<file path="config.mk">
export PLATFORM = sky130hd
export DESIGN_NAME = fixed_poly_predictor_midside_unit
export DESIGN_NICKNAME = d
export VERILOG_FILES = /design/src/design/fppm_pkg.sv /design/src/design/fppm_front.sv /design/src/design/fppm_queue.sv /design/src/design/fppm_back.sv /design/src/design/fixed_poly_predictor_midside_unit.sv
export SDC_FILE = /design/constraint.sdc
export NUM_CORES = 1
export LEC_CHECK = 0
export BUFFER_PORTS_ARGS = -buffer_cell sky130_fd_sc_hd__buf_4
export CAP_MARGIN = 20
export CORE_MARGIN = 2
export CORE_UTILIZATION = 25
export CTS_BUF_LIST = sky130_fd_sc_hd__clkbuf_4 sky130_fd_sc_hd__clkbuf_8
export DETAILED_ROUTE_END_ITERATION = 10
export PLACE_DENSITY = 0.48
export SETUP_SLACK_MARGIN = 0.4
export SLEW_MARGIN = 20
export SYNTH_ARGS = -nofsm -noshare
export SYNTH_HDL_FRONTEND = slang
export SYNTH_HIERARCHICAL = 1
export SYNTH_SLANG_ARGS = --single-unit
export TNS_END_PERCENT = 50
</file>
<file path="constraint.sdc">
create_clock -name clk -period 6.82 [get_ports clk]
set_clock_uncertainty 0.05 [all_clocks]
set_input_delay 1.364 -clock clk [delete_from_list [all_inputs] [get_ports clk]]
set_output_delay 1.364 -clock clk [all_outputs]
set_load 0.05 [all_outputs]
</file>
<file path="src/design/fppm_pkg.sv">
// ----------------------------------------------------------------------------
// fppm_pkg: shared types and constants
// Register indexes, residual range and the depth of the job queue used by the
// fixed polynomial predictor with mid/side stereo.
// ----------------------------------------------------------------------------
`default_nettype none

package fppm_pkg;

  // Register indexes of the configuration port.
  typedef enum logic {
    REG_ORDER  = 1'b0,
    REG_STEREO = 1'b1
  } reg_idx_t;

  localparam int RES_BITS = 19;
  localparam int RES_MAX  = 262143;
  localparam int RES_MIN  = -262144;

  localparam int QUEUE_DEPTH = 4;
  localparam int PTR_BITS    = $clog2(QUEUE_DEPTH);

endpackage

`default_nettype wire

</file>
<file path="src/design/fppm_front.sv">
// ----------------------------------------------------------------------------
// fppm_front: sample intake and stereo pairing
// Accepts samples, holds the left sample of a stereo pair and forms mid and
// side on the right one, then queues one job per mono sample or stereo pair.
// ----------------------------------------------------------------------------
`default_nettype none

module fppm_front #(
  parameter int SAMPLE_BITS = 16
) (
  input  wire                            clk,
  input  wire                            rst,
  input  wire                            stereo_mode,
  input  wire                            stereo_write,
  input  wire                            accept,
  input  wire signed [SAMPLE_BITS-1:0]   sample,
  output logic                           job_push,
  output logic       [2*SAMPLE_BITS:0]   job_data
);

  logic                          right_expected;
  logic signed [SAMPLE_BITS-1:0] held_left;
  logic signed [SAMPLE_BITS:0]   sum;
  logic signed [SAMPLE_BITS:0]   diff;
  logic signed [SAMPLE_BITS:0]   sum_adj;
  logic signed [SAMPLE_BITS:0]   diff_adj;
  logic signed [SAMPLE_BITS-1:0] mid;
  logic signed [SAMPLE_BITS-1:0] side;

  // Halving toward zero: add one to a negative value before the shift.
  always_comb begin
    sum      = {held_left[SAMPLE_BITS-1], held_left} + {sample[SAMPLE_BITS-1], sample};
    diff     = {held_left[SAMPLE_BITS-1], held_left} - {sample[SAMPLE_BITS-1], sample};
    sum_adj  = sum + (SAMPLE_BITS+1)'(sum[SAMPLE_BITS]);
    diff_adj = diff + (SAMPLE_BITS+1)'(diff[SAMPLE_BITS]);
    mid      = sum_adj[SAMPLE_BITS:1];
    side     = diff_adj[SAMPLE_BITS:1];
  end

  // A job carries {pair, side, main}; a mono job leaves side unused.
  always_comb begin
    job_push = 1'b0;
    job_data = {1'b0, {SAMPLE_BITS{1'b0}}, sample};
    if (accept) begin
      if (!stereo_mode) begin
        job_push = 1'b1;
      end else if (right_expected) begin
        job_push = 1'b1;
        job_data = {1'b1, side, mid};
      end
    end
  end

  always_ff @(posedge clk) begin
    if (rst) begin
      right_expected <= 1'b0;
      held_left      <= '0;
    end else if (stereo_write) begin
      right_expected <= 1'b0;
    end else if (accept && stereo_mode) begin
      right_expected <= !right_expected;
      if (!right_expected) begin
        held_left <= sample;
      end
    end
  end

endmodule

`default_nettype wire

</file>
<file path="src/design/fppm_queue.sv">
// ----------------------------------------------------------------------------
// fppm_queue: job queue between intake and predictor
// A small first-in first-out buffer that lets intake and predictor stall
// independently of each other.
// ----------------------------------------------------------------------------
`default_nettype none

module fppm_queue
  import fppm_pkg::*;
#(
  parameter int WIDTH = 33
) (
  input  wire              clk,
  input  wire              rst,
  input  wire              wr_en,
  input  wire [WIDTH-1:0]  wr_data,
  input  wire              rd_en,
  output logic [WIDTH-1:0] rd_data,
  output logic             not_empty,
  output logic             is_full
);

  logic [WIDTH-1:0]  entries [QUEUE_DEPTH];
  logic [PTR_BITS-1:0] wr_ptr;
  logic [PTR_BITS-1:0] rd_ptr;
  logic [PTR_BITS:0]   count;

  assign rd_data   = entries[rd_ptr];
  assign not_empty = (count != '0);
  assign is_full   = (count == (PTR_BITS+1)'(QUEUE_DEPTH));

  always_ff @(posedge clk) begin
    if (wr_en) begin
      entries[wr_ptr] <= wr_data;
    end
  end

  always_ff @(posedge clk) begin
    if (rst) begin
      wr_ptr <= '0;
      rd_ptr <= '0;
      count  <= '0;
    end else begin
      if (wr_en) begin
        wr_ptr <= wr_ptr + 1'b1;
      end
      if (rd_en) begin
        rd_ptr <= rd_ptr + 1'b1;
      end
      if (wr_en && !rd_en) begin
        count <= count + 1'b1;
      end else if (rd_en && !wr_en) begin
        count <= count - 1'b1;
      end
    end
  end

endmodule

`default_nettype wire

</file>
<file path="src/design/fppm_back.sv">
// ----------------------------------------------------------------------------
// fppm_back: polynomial predictor and result register
// Takes jobs from the queue, predicts from the channel history, saturates the
// residual and holds it in the result register until it is taken.
// ----------------------------------------------------------------------------
`default_nettype none

module fppm_back
  import fppm_pkg::*;
#(
  parameter int SAMPLE_BITS = 16
) (
  input  wire                        clk,
  input  wire                        rst,
  input  wire  [1:0]                 predictor_order,
  input  wire                        job_valid,
  input  wire  [2*SAMPLE_BITS:0]     job_data,
  output logic                       job_pop,
  input  wire                        pop,
  output logic                       out_valid,
  output logic signed [RES_BITS-1:0] residual,
  output logic                       channel_kind,
  output logic                       last
);

  localparam int EW = (SAMPLE_BITS + 4 > RES_BITS + 1) ? SAMPLE_BITS + 4 : RES_BITS + 1;

  logic signed [SAMPLE_BITS-1:0] main_hist [3];
  logic signed [SAMPLE_BITS-1:0] side_hist [3];
  logic                          phase;
  logic                          advance;
  logic                          fire;
  logic                          job_pair;
  logic signed [SAMPLE_BITS-1:0] x;
  logic signed [EW-1:0]          xe;
  logic signed [EW-1:0]          h0;
  logic signed [EW-1:0]          h1;
  logic signed [EW-1:0]          h2;
  logic signed [EW-1:0]          r;
  logic signed [EW-1:0]          res_max;
  logic signed [EW-1:0]          res_min;
  logic signed [RES_BITS-1:0]    r_sat;

  assign job_pair = job_data[2*SAMPLE_BITS];
  assign advance  = !out_valid || pop;
  assign fire     = advance && job_valid;
  // A stereo job stays at the head of the queue until its side residual is out.
  assign job_pop  = fire && (!job_pair || phase);

  always_comb begin
    res_max = EW'(RES_MAX);
    res_min = EW'(RES_MIN);
    if (phase) begin
      x  = job_data[2*SAMPLE_BITS-1:SAMPLE_BITS];
      h0 = EW'(side_hist[0]);
      h1 = EW'(side_hist[1]);
      h2 = EW'(side_hist[2]);
    end else begin
      x  = job_data[SAMPLE_BITS-1:0];
      h0 = EW'(main_hist[0]);
      h1 = EW'(main_hist[1]);
      h2 = EW'(main_hist[2]);
    end
    xe = EW'(x);
    unique case (predictor_order)
      2'd0: r = xe;
      2'd1: r = xe - h0;
      2'd2: r = xe - (h0 <<< 1) + h1;
      2'd3: r = xe - ((h0 <<< 1) + h0) + ((h1 <<< 1) + h1) - h2;
    endcase
    priority if (r > res_max) begin
      r_sat = res_max[RES_BITS-1:0];
    end else if (r < res_min) begin
      r_sat = res_min[RES_BITS-1:0];
    end else begin
      r_sat = r[RES_BITS-1:0];
    end
  end

  always_ff @(posedge clk) begin
    if (rst) begin
      phase     <= 1'b0;
      out_valid <= 1'b0;
    end else if (fire) begin
      phase     <= job_pair && !phase;
      out_valid <= 1'b1;
    end else if (pop) begin
      out_valid <= 1'b0;
    end
  end

  always_ff @(posedge clk) begin
    if (fire) begin
      residual     <= r_sat;
      channel_kind <= phase;
      last         <= !job_pair || phase;
    end
  end

  // Histories shift on every update of their channel, whatever the order.
  always_ff @(posedge clk) begin
    if (rst) begin
      main_hist <= '{default: '0};
      side_hist <= '{default: '0};
    end else if (fire) begin
      if (phase) begin
        side_hist[2] <= side_hist[1];
        side_hist[1] <= side_hist[0];
        side_hist[0] <= x;
      end else begin
        main_hist[2] <= main_hist[1];
        main_hist[1] <= main_hist[0];
        main_hist[0] <= x;
      end
    end
  end

endmodule

`default_nettype wire

</file>
<file path="src/design/fixed_poly_predictor_midside_unit.sv">
// ----------------------------------------------------------------------------
// fixed_poly_predictor_midside_unit: fixed polynomial predictor, mid/side
// Top level with configuration registers, intake, job queue and predictor.
// ----------------------------------------------------------------------------
// The unit takes one sample per clock while the job queue is not full and
// returns residuals of a fixed polynomial predictor of order 0 to 3. In mono
// mode each sample gives one residual, so the sustained rate is one sample per
// cycle. In stereo mode a left sample is only held; the right one gives a mid
// and then a side residual. The predictor stage, which produces one residual
// per cycle while its results are taken, limits this rate. The first result of
// a request passes through the job queue and then the result register before
// it is on the result ports, and a side residual follows its mid residual in
// the cycle after the mid one is taken. A four-entry job queue absorbs short
// stalls on the result side. Configuration registers: predictor_order at
// address 0, stereo_mode at address 4.
`default_nettype none

module fixed_poly_predictor_midside_unit
  import fppm_pkg::*;
#(
  parameter int SAMPLE_BITS = 16
) (
  input  wire                        clk,
  input  wire                        rst,
  input  wire                        psel,
  input  wire                        penable,
  input  wire                        pwrite,
  input  wire  [2:0]                 paddr,
  input  wire  [31:0]                pwdata,
  output logic [31:0]                prdata,
  output logic                       pready,
  input  wire                        push,
  output logic                       full,
  input  wire  [SAMPLE_BITS-1:0]     sample,
  input  wire                        pop,
  output logic                       empty,
  output logic signed [RES_BITS-1:0] residual,
  output logic                       channel_kind,
  output logic                       last
);

  localparam int JOB_BITS = 2 * SAMPLE_BITS + 1;

  logic [1:0]          predictor_order;
  logic                stereo_mode;
  logic                cfg_write;
  logic                stereo_write;
  reg_idx_t            reg_idx;
  logic                accept;
  logic                job_push;
  logic [JOB_BITS-1:0] job_wdata;
  logic [JOB_BITS-1:0] job_rdata;
  logic                job_valid;
  logic                job_pop;
  logic                out_valid;

  assign pready       = 1'b1;
  assign reg_idx      = reg_idx_t'(paddr[2]);
  assign cfg_write    = psel && penable && pwrite && pready;
  assign stereo_write = cfg_write && (reg_idx == REG_STEREO);
  assign accept       = push && !full;
  assign empty        = !out_valid;

  always_ff @(posedge clk) begin
    if (rst) begin
      predictor_order <= '0;
      stereo_mode     <= 1'b0;
    end else if (cfg_write) begin
      unique case (reg_idx)
        REG_ORDER:  predictor_order <= pwdata[1:0];
        REG_STEREO: stereo_mode     <= pwdata[0];
      endcase
    end
  end

  always_comb begin
    unique case (reg_idx)
      REG_ORDER:  prdata = {30'd0, predictor_order};
      REG_STEREO: prdata = {31'd0, stereo_mode};
    endcase
  end

  fppm_front #(
    .SAMPLE_BITS(SAMPLE_BITS)
  ) u_front (
    .clk         (clk),
    .rst         (rst),
    .stereo_mode (stereo_mode),
    .stereo_write(stereo_write),
    .accept      (accept),
    .sample      (sample),
    .job_push    (job_push),
    .job_data    (job_wdata)
  );

  fppm_queue #(
    .WIDTH(JOB_BITS)
  ) u_queue (
    .clk      (clk),
    .rst      (rst),
    .wr_en    (job_push),
    .wr_data  (job_wdata),
    .rd_en    (job_pop),
    .rd_data  (job_rdata),
    .not_empty(job_valid),
    .is_full  (full)
  );

  fppm_back #(
    .SAMPLE_BITS(SAMPLE_BITS)
  ) u_back (
    .clk            (clk),
    .rst            (rst),
    .predictor_order(predictor_order),
    .job_valid      (job_valid),
    .job_data       (job_rdata),
    .job_pop        (job_pop),
    .pop            (pop),
    .out_valid      (out_valid),
    .residual       (residual),
    .channel_kind   (channel_kind),
    .last           (last)
  );

endmodule

`default_nettype wire

</file>
==> impl_metrics.json, run 1 <==
{
  "cts_tree": "yes",
  "synth_compound_area_share_pct": 12.83,
  "fmax_ghz": 0.1646,
  "timing.max_cap.violations": 0,
  "dieArea_sq_um": 79230,
  "syn_warnings": 6,
  "grt_start_max_net_pins": 97,
  "initial_antenna_violation_count": 0,
  "timing.critical_path.to_type": "flop",
  "first_global_vias": 14020,
  "yosys.area_share.adder_pct": 15.60,
  "synth_sequential_area_ratio_pct": 37.08,
  "worst-slew-pin-transition_ns": 1.055,
  "multiInputGateArea_sq_um": 10690,
  "drt_pre_antenna_iters": 5,
  "start_kind": "flop",
  "htreeDepth": 2,
  "relative_slew_margins_pct": 29.67,
  "routed-via-count": 13890,
  "detail_route.iter0.violations": 816,
  "clock_insertion_delay_worst_skew_ns": 0.64,
  "synth-simple-area-share_pct": 13.34,
  "critical-path-top-cell-by-count": "inv_1",
  "start_util_pct": 25.30,
  "run_status": "completed",
  "syn_area_per_cell_sq_um": 9.780,
  "setup_tns_final_ns": 0,
  "detail-route-antenna-nets": 0,
  "rsz0062_at_grt": "no",
  "yosys.cell_types.count": 103,
  "detail_route.wl_per_cell_um": 15.48,
  "floorplan_row_count": 101,
  "die_w_um": 281.5,
  "postSynthRegisterBits": 280,
  "path_delay_family": "adder cells",
  "report.final.hold_viol_count": 0,
  "finalNetCount": 2256,
  "netlist_area_sq_um": 19250,
  "cp.arrival_ns": 6.41,
  "finalSetupViolCount": 0,
  "design.portCount": 114,
  "synthFlopType": "edfxtp_1",
  "via_per_inst": 4.495,
  "synthArstFlopShare_pct": 0,
  "hp-class": "reg -> reg",
  "seq_area_sq_um": 7146,
  "grt_first_pass_wirelength_um": 76980,
  "critPathBufInv": 5,
  "critPathMaxStageDelay_ns": 0.60,
  "worst_setup_hold_path_clk_slew_ns": 0.06,
  "numCtsBuffers": 50,
  "layout-drive-gt1-share_pct": 14.23,
  "total_global_routing_overflow": 0,
  "post-dp-hpwl_um": 35170,
  "crit_path_top_delay_cell": "mux2i_1",
  "regToRegSetupSlack_ns": 0.75,
  "syn-instance-count": 1968,
  "grt.total_usage_pct": 12.16,
  "min_period_over_period_pct": 89.07,
  "crit_path_cell_trace": "buf_12, mux4_2, mux2i_1, inv_1, ha_1, inv_1, fa_1, inv_1, fa_1, ha_1, and4_1, a221o_1, a21oi_1, xnor2_1, o211a_1, buf_4, maj3_2",
  "criticalPathCategory": "reg -> reg",
  "num_antenna_cells": 0,
  "cp_data_required_time_ns": 7.15,
  "clk_path_buf_depth": 3,
  "postRouteWirelength_um": 47820,
  "post-route-min-period_ns": 6.075,
  "fillCellCount": 8108,
  "cts.root.buffer_cell": "clkbuf_8",
  "post_synth_mux_area_share_pct": 9.016,
  "remaining_drc_errors": 0,
  "path_max_fanout": 21,
  "place_congestion": 0.8852,
  "fp.coreArea_sq_um": 76080,
  "floorplan.die.height_um": 281.5,
  "port-buffer-count": 50,
  "area_growth_syn_to_fin_pct": 13.99,
  "synth_enable_flop_cells": 153,
  "combinational_family_with_the_most_area_after_synthesis": "adder cells",
  "maxSlewViolCount": 0,
  "clkSinkCount": 280,
  "synth_xor_xnor_area_share_pct": 3.913
}
[worst paths after layout]
kind / start / end / cells after the start
worst max-delay path: flop / u_back/residual[2] / 17
worst min-delay path: u_back/side_hist[2] / u_back/side_hist[2] / 2
worst max register to register: flop / u_back/residual[2] / 17
worst min register to register: u_back/side_hist[2] / u_back/side_hist[2] / 2
[synthesized netlist by cell type (7+ instances only)]
master    number  area share, %
nand2_1      280            5.5
inv_1        250            4.9
a21oi_1      171            4.4
edfxtp_1     153             24
dfxtp_1      127             13
ha_1          95            6.2
fa_1          85            8.8
nor2_1        85            1.7
clkbuf_1      60            1.2
mux2i_1       53            2.8
o21ai_0       53            1.4
xnor2_1       52            2.4
mux4_2        39            4.6
xor2_1        34            1.5
buf_4         31            1.2
nand3_1       23           0.60
mux2_2        22            1.3
nor3_1        22           0.57
a211oi_1      19           0.74
and2_1        16           0.52
a21o_1        15           0.59
nand2b_1      13           0.42
nor2b_1       13           0.42
o21a_1        13           0.51
and3_1        11           0.36
buf_2         11           0.29
a31oi_1       10           0.33
maj3_2        10           0.59
nor3b_1       10           0.39
or3_1         10           0.33
nand4_1        8           0.26
o211ai_1       8           0.31
o31ai_1        8           0.31
a221oi_1       7           0.32
o21ai_1        7           0.18
o21bai_1       7           0.27
[cell usage in the layout (no fill, tap or decap), drive strengths merged, types with 12 or more instances in the layout]
| cell type | count |
|---|---|
| mux2i | 53 |
| a21o | 15 |
| fa | 85 |
| o21ai | 60 |
| edfxtp | 153 |
| nor2b | 14 |
| buf | 83 |
| inv | 253 |
| nand2b | 13 |
| ha | 95 |
| xnor2 | 52 |
| nor3 | 22 |
| nand2 | 280 |
| clkbuf | 76 |
| dfxtp | 127 |
| and3 | 12 |
| and2 | 16 |
| mux4 | 42 |
| xor2 | 34 |
| a211oi | 20 |
| nor2 | 86 |
| o21a | 13 |
| mux2 | 22 |
| a21oi | 173 |
| nand3 | 23 |
| conb | 31 |
[flip-flops by register name, summed over array words and instances (netlist names), named ones only]
| register | flops |
|---|---|
| predictor_order | 2 |
| stereo_mode | 1 |
| u_queue/rd_ptr | 2 |
| u_queue/entries | 132 |
| u_queue/count | 3 |
| u_front/right_expected | 1 |
| u_back/residual | 19 |
| u_queue/wr_ptr | 2 |
| u_back/main_hist | 48 |
| u_back/out_valid | 1 |
| u_back/side_hist | 48 |
| u_front/held_left | 16 |
| u_back/phase | 1 |
| u_back/channel_kind | 1 |
| u_back/last | 1 |
[cell type report]
type	instances	share of cell area, %
multi-input combinational	1351	48.71
sequential	280	32.57
tap	1030	5.874
clock buffer	76	4.311
inverter	252	4.311
timing repair buffer	83	3.045
clock inverter	17	1.175
[layer usage]
metal,vias up,GRT usage (%),part of all wire (%)
met5,-,0,0
met3,62,1.815,4.6
met2,271,19.30,44
met4,0,2.946,1.8
li1,6824,-,-
met1,6729,17.32,49
[timing repair]
| item | CTS | global route |
|---|---|---|
| buffers inserted | 0 | 1 |
| hold buffers | 0 | 0 |
| resized for setup | 0 | 7 |
| endpoints found under the setup margin | 0 | 18 |
[kinds of logic after synthesis]
logic type / after synthesis
other: 2
xor gates and xnor gates: 86
adders and majority gates: 190
AOI/OAI and AO/OA: 385
muxes: 117
buffers and inverters: 366
DFF: 280
and+or+nand+nor: 542
[worst register-to-register path, stage by stage, from the launching register on]
cell	delay (ns)
dfxtp_4	0.48
buf_12	0.26
mux4_2	0.52
mux2i_1	0.60
inv_1	0.28
ha_1	0.36
inv_1	0.04
fa_1	0.48
inv_1	0.08
fa_1	0.54
ha_1	0.42
and4_1	0.24
a221o_1	0.29
a21oi_1	0.22
xnor2_1	0.10
o211a_1	0.35
buf_4	0.23
maj3_2	0.31
[metrics by stage]
| stage | hold slack [ns] | setup WS [ns] | std cells | util, % | area [sq um] |
|---|---|---|---|---|---|
| after CTS | 0.4039 | 0.4337 | 3088 | 28.77 | 21890 |
| final | 0.4025 | 0.7454 | 3089 | 28.84 | 21940 |
| after global routing | 0.4177 | 0.4210 | 3089 | 28.84 | 21940 |
| after detailed placement | 0.3949 | 0.4487 | 2995 | 27.19 | 20680 |
| after floorplan | 0.3529 | 0.5056 | 1997 | - | 19360 |
| after global placement | 0.3885 | 0.4753 | 2995 | 27.19 | 20680 |
Power of run 1 is not shown: default switching activity piles up to over one toggle a cycle in this logic, so the estimate is an artifact.
==> inputs of run 2 (changes only) <==
Settings changed: RECOVER_POWER from default to 50.
==> run 2 against run 1 <==
The flow now finishes with violations (capacitance limit, slew limit); count of clock-buffer cells in the layout did not move; maximum frequency fell by 0.12%; die area did not move; setup slack got worse by 0.0071 ns; design area fell by 0.50%; critical path depth did not move; worst hold slack got worse by 0.00052 ns; wire length barely moved; via count fell by 0.39%; largest cell class unchanged.
==> impl_metrics.json, run 2 (synthesized netlist as in run 1, its figures left out) <==
{
  "remaining_drc_errors": 0,
  "worst_setup_hold_path_clk_slew_ns": 0.06,
  "routed-via-count": 13830,
  "critPathMaxStageDelay_ns": 0.60,
  "crit_path_cell_trace": "buf_12, mux4_2, mux2i_1, inv_1, ha_1, inv_1, fa_1, inv_1, fa_1, ha_1, and4_1, a221o_1, a21oi_1, xnor2_1, o211a_1, buf_4, maj3_2",
  "maxSlewViolCount": 312,
  "seq_area_sq_um": 7146,
  "drt_pre_antenna_iters": 6,
  "floorplan.die.height_um": 281.5,
  "critical-path-top-cell-by-count": "inv_1",
  "layout_commonest_cell": "nand2_1",
  "cts.root.buffer_cell": "clkbuf_8",
  "finalNetCount": 2256,
  "place_congestion": 0.8852,
  "final.setup.worst_slack_ns": 0.7383,
  "min_period_over_period_pct": 89.18,
  "timing.critical_path.to_type": "flop",
  "area_growth_syn_to_fin_pct": 13.42,
  "dieArea_sq_um": 79230,
  "numCtsBuffers": 50,
  "most-common-layout-cells": "nand2_1 (279), inv_1 (250), a21oi_1 (171), edfxtp_1 (153), dfxtp_1 (124)",
  "grt_start_max_net_pins": 97,
  "floorplan_row_count": 101,
  "layout.cell_area.non_filler_sq_um": 21830,
  "groute.layer.met3.usage_pct": 1.815,
  "initial_antenna_violation_count": 0,
  "port-buffer-count": 50,
  "cts_hold_buf": 0,
  "finalSetupViolCount": 0,
  "cts_tree": "yes",
  "dpl-instance-area_sq_um": 20680,
  "failed_checks": "capacitance limit, slew limit",
  "clock_insertion_delay_worst_skew_ns": 0.64,
  "detail_route.iter0.violations": 815,
  "post-dp-hpwl_um": 35170,
  "clkSinkCount": 280,
  "gr-usage-met1_pct": 17.32,
  "start_kind": "flop",
  "clk_path_buf_depth": 3,
  "hp-class": "reg -> reg",
  "cp_data_required_time_ns": 7.15,
  "registers.top_by_ff_count": "u_queue/entries",
  "gr-max-usage-layer": "met2",
  "detail_route.wl_per_cell_um": 15.48,
  "crit_path_top_delay_cell": "mux2i_1",
  "grt.total_usage_pct": 12.16,
  "globalRouteMet2Util_pct": 19.30,
  "postRouteWirelength_um": 47820,
  "post-route-min-period_ns": 6.082,
  "design.portCount": 114,
  "run_status": "finished, violations left",
  "first_global_vias": 14020,
  "grt_first_pass_wirelength_um": 76980,
  "timing.max_cap.violations": 7,
  "rsz0062_at_grt": "no",
  "fp.coreArea_sq_um": 76080,
  "die_w_um": 281.5,
  "layout-drive-gt1-share_pct": 12.82,
  "finish.utilization_pct": 28.70,
  "multiInputGateArea_sq_um": 10690,
  "fmax_ghz": 0.1644,
  "report.final.hold_viol_count": 0,
  "htreeDepth": 2,
  "cp.arrival_ns": 6.41,
  "critPathBufInv": 5,
  "num_antenna_cells": 0,
  "detail-route-antenna-nets": 0,
  "fillCellCount": 8118,
  "total_global_routing_overflow": 0,
  "start_util_pct": 25.30,
  "via_per_inst": 4.478,
  "worst-slew-pin-transition_ns": 4.228,
  "biggestRegsByFlops": "u_queue/entries (132), u_back/main_hist (48), u_back/side_hist (48)",
  "setup_tns_final_ns": 0,
  "largest_register_ffs": 132,
  "relative_slew_margins_pct": -181.9,
  "criticalPathCategory": "reg -> reg",
  "path_max_fanout": 21,
  "placement.setup.worst_slack_ns": 0.4487,
  "path_delay_family": "adder cells"
}
==> run 2: cell count changes in the layout (fill, tap and decap cells not counted), sizes merged <==
cell	change
clkbuf	+31
buf	-31
==> run 2: worst paths after layout <==
check                                    startpoint             endpoint  slack (ns)  cells after the start
worst max-delay path                           flop   u_back/residual[2]        0.74                     17
worst min-delay path            u_back/side_hist[2]  u_back/side_hist[2]        0.40                      2
worst max register to register                 flop   u_back/residual[2]        0.74                     17
worst min register to register  u_back/side_hist[2]  u_back/side_hist[2]        0.40                      2
==> run 2: layer usage <==
metal,vias up,part of all wire [%]
li1,6817,-
met1,6675,49
met2,280,44
met3,60,4.6
met4,0,1.7
met5,-,0
==> run 2: timing repair <==
action,in CTS,in global routing
setup buffers,0,1
resized for setup,0,7
setup endpoints to repair,0,18
==> run 2: layout make-up <==
| cell class | count | area share (%) |
|---|---|---|
| clock inverters | 17 | 1.181 |
| clock buffers | 76 | 4.333 |
| flip-flops and latches | 280 | 32.73 |
| multi-input cells | 1351 | 48.96 |
| inverters | 252 | 4.333 |
| well taps | 1030 | 5.903 |
| repair buffers | 83 | 2.562 |
==> run 2: through the flow <==
stage / cells / hold slack [ns]
after floorplan: 1997 / 0.3529
after global placement: 2995 / 0.3885
after detailed placement: 2995 / 0.3949
after CTS: 3088 / 0.4039
after global routing: 3089 / 0.4177
final: 3089 / 0.4020
==> run 2: tightest hold or removal path, delay by kind of cell (launching register included) <==
family	cells	cell delay (ns)
AOI/OAI and AO/OA	1	0.05
and+or+nand+nor	1	0.05
DFF	1	0.30
Power of run 2 is left out for the same reason.
==> inputs of run 3 (changes only) <==
Settings changed: BUFFER_PORTS_ARGS -buffer_cell sky130_fd_sc_hd__buf_4 to default, CORE_UTILIZATION 25 to 30, DONT_BUFFER_PORTS from default to 1, PLACE_DENSITY 0.48 to 0.52.
==> run 3 against run 2 <==
Cell count decreased by 7.7%; worst hold slack about the same; the run still ends with capacitance limit, slew limit left; non-clock buffer count is 53 lower; largest cell class unchanged; critical path type unchanged; count of clock-buffer cells in the layout is 7 lower; first-iteration DRC count decreased by 5.9%.
==> impl_metrics.json, run 3 (synthesized netlist as in run 1, its figures left out) <==
{
  "run_status": "finished, violations left",
  "failed_checks": "capacitance limit, slew limit",
  "finalNetCount": 2202,
  "largest_register_ffs": 132,
  "worst_setup_hold_path_clk_slew_ns": 0.06,
  "setup_tns_final_ns": 0,
  "whs_path_depth": 2,
  "post-dp-hpwl_um": 34560,
  "worst-slew-pin-transition_ns": 2.658,
  "grt_start_max_net_pins": 129,
  "multiInputGateArea_sq_um": 10680,
  "seq_area_sq_um": 7144,
  "detail_route.wl_per_cell_um": 16.48,
  "grt.total_usage_pct": 14.38,
  "rsz0062_at_grt": "no",
  "most-common-layout-cells": "nand2_1 (279), inv_1 (250), a21oi_1 (170), edfxtp_1 (153), dfxtp_1 (125)",
  "design.portCount": 114,
  "htreeDepth": 2,
  "finalSetupViolCount": 0,
  "registers.top_by_ff_count": "u_queue/entries",
  "hp-class": "reg -> reg",
  "maxSlewViolCount": 289,
  "dieArea_sq_um": 66200,
  "post_cts.repair.setup_buffers": 0,
  "num_antenna_cells": 0,
  "detail_route.iter0.violations": 767,
  "grt_first_pass_wirelength_um": 76530,
  "numCtsBuffers": 49,
  "first_global_vias": 14100,
  "total_global_routing_overflow": 0,
  "detail-route-antenna-nets": 0,
  "criticalPathCategory": "reg -> reg",
  "biggestRegsByFlops": "u_queue/entries (132), u_back/main_hist (48), u_back/side_hist (48)",
  "die_w_um": 257.3,
  "initial_antenna_violation_count": 0,
  "cp_data_required_time_ns": 7.15,
  "min_period_over_period_pct": 90.21,
  "timing.max_cap.violations": 8,
  "clock_insertion_delay_worst_skew_ns": 0.65,
  "hold_ws_ns": 0.4018,
  "report.final.hold_viol_count": 0,
  "fp.coreArea_sq_um": 63200,
  "path_max_fanout": 12,
  "rr_worst_depth": 18,
  "layout_commonest_cell": "nand2_1",
  "via_per_inst": 4.812,
  "start_util_pct": 30.46,
  "timing.critical_path.to_type": "flop",
  "layout-drive-gt1-share_pct": 11.48,
  "remaining_drc_errors": 0,
  "cp.arrival_ns": 6.48,
  "cts_hold_buf": 0,
  "floorplan.die.height_um": 257.3,
  "area_growth_syn_to_fin_pct": 10.21,
  "port-buffer-count": 0,
  "place_congestion": 0.8427,
  "routed-via-count": 13710,
  "start_kind": "flop",
  "fmax_ghz": 0.1625,
  "relative_slew_margins_pct": -77.19,
  "clk_path_buf_depth": 3,
  "cts.root.buffer_cell": "clkbuf_8",
  "floorplan_row_count": 92,
  "post-route-min-period_ns": 6.152,
  "fillCellCount": 6476,
  "cts_tree": "yes",
  "postRouteWirelength_um": 46980,
  "clkSinkCount": 280,
  "drt_pre_antenna_iters": 5
}
-- run 3: changes by cell type in the layout (fill, tap and decap cells not counted), sizes merged --
cell / change
buf: -28
bufinv: +1
clkbuf: -32
clkinv: +2
clkinvlp: +1
inv: +1
-- run 3: per-layer routing --
metal	GRT usage, %	share of wire [%]	vias up
met1	19.84	48	6675
met4	4.223	2.1	0
met5	0	0	-
met3	2.197	3.8	65
li1	-	-	6726
met2	23.29	46	248
-- run 3: worst paths after layout --
check,start,endpoint,slack (ns)
setup / recovery,flop,u_back/residual[8],0.67
hold / removal,u_back/side_hist[11],u_back/side_hist[11],0.40
setup reg to reg,flop,u_back/residual[8],0.67
hold reg to reg,u_back/side_hist[11],u_back/side_hist[11],0.40
-- run 3: what timing repair did --
action                     in CTS  in global routing
gates cloned                    0                  0
gates resized for setup         1                  9
setup endpoints to repair       1                 18
-- run 3: layout make-up --
class / instances / area share (%)
well taps: 846 / 4.990
multi-input cells: 1351 / 50.35
inverters: 252 / 4.459
repair buffers: 30 / 1.050
clock inverters: 22 / 1.439
flip-flops and latches: 280 / 33.68
clock buffers: 69 / 4.035
-- run 3: worst max-delay path, stage by stage (launching register included) --
cell	delay [ns]
dfxtp_4	0.44
buf_4	0.21
mux4_2	0.56
mux2i_1	0.33
inv_1	0.14
fa_1	0.52
fa_1	0.50
inv_1	0.06
fa_1	0.53
inv_1	0.04
ha_1	0.34
and3_4	0.18
a2111oi_4	0.44
o211ai_2	0.15
a31oi_2	0.29
nor4_1	0.09
or4_4	0.67
nor2_4	0.22
o21ai_0	0.13
-- run 3: through the flow --
| stage | cells | setup WS, ns | util (%) | area (sq um) |
|---|---|---|---|---|
| after floorplan | 1997 | 0.5056 | - | 19360 |
| after global placement | 2759 | 0.4619 | 31.73 | 20050 |
| after detailed placement | 2759 | 0.4091 | 31.73 | 20050 |
| after CTS | 2850 | 0.4268 | 33.57 | 21220 |
| after global routing | 2850 | 0.4668 | 33.57 | 21210 |
| final | 2850 | 0.6678 | 33.57 | 21210 |
Power of run 3 is left out for the same reason.
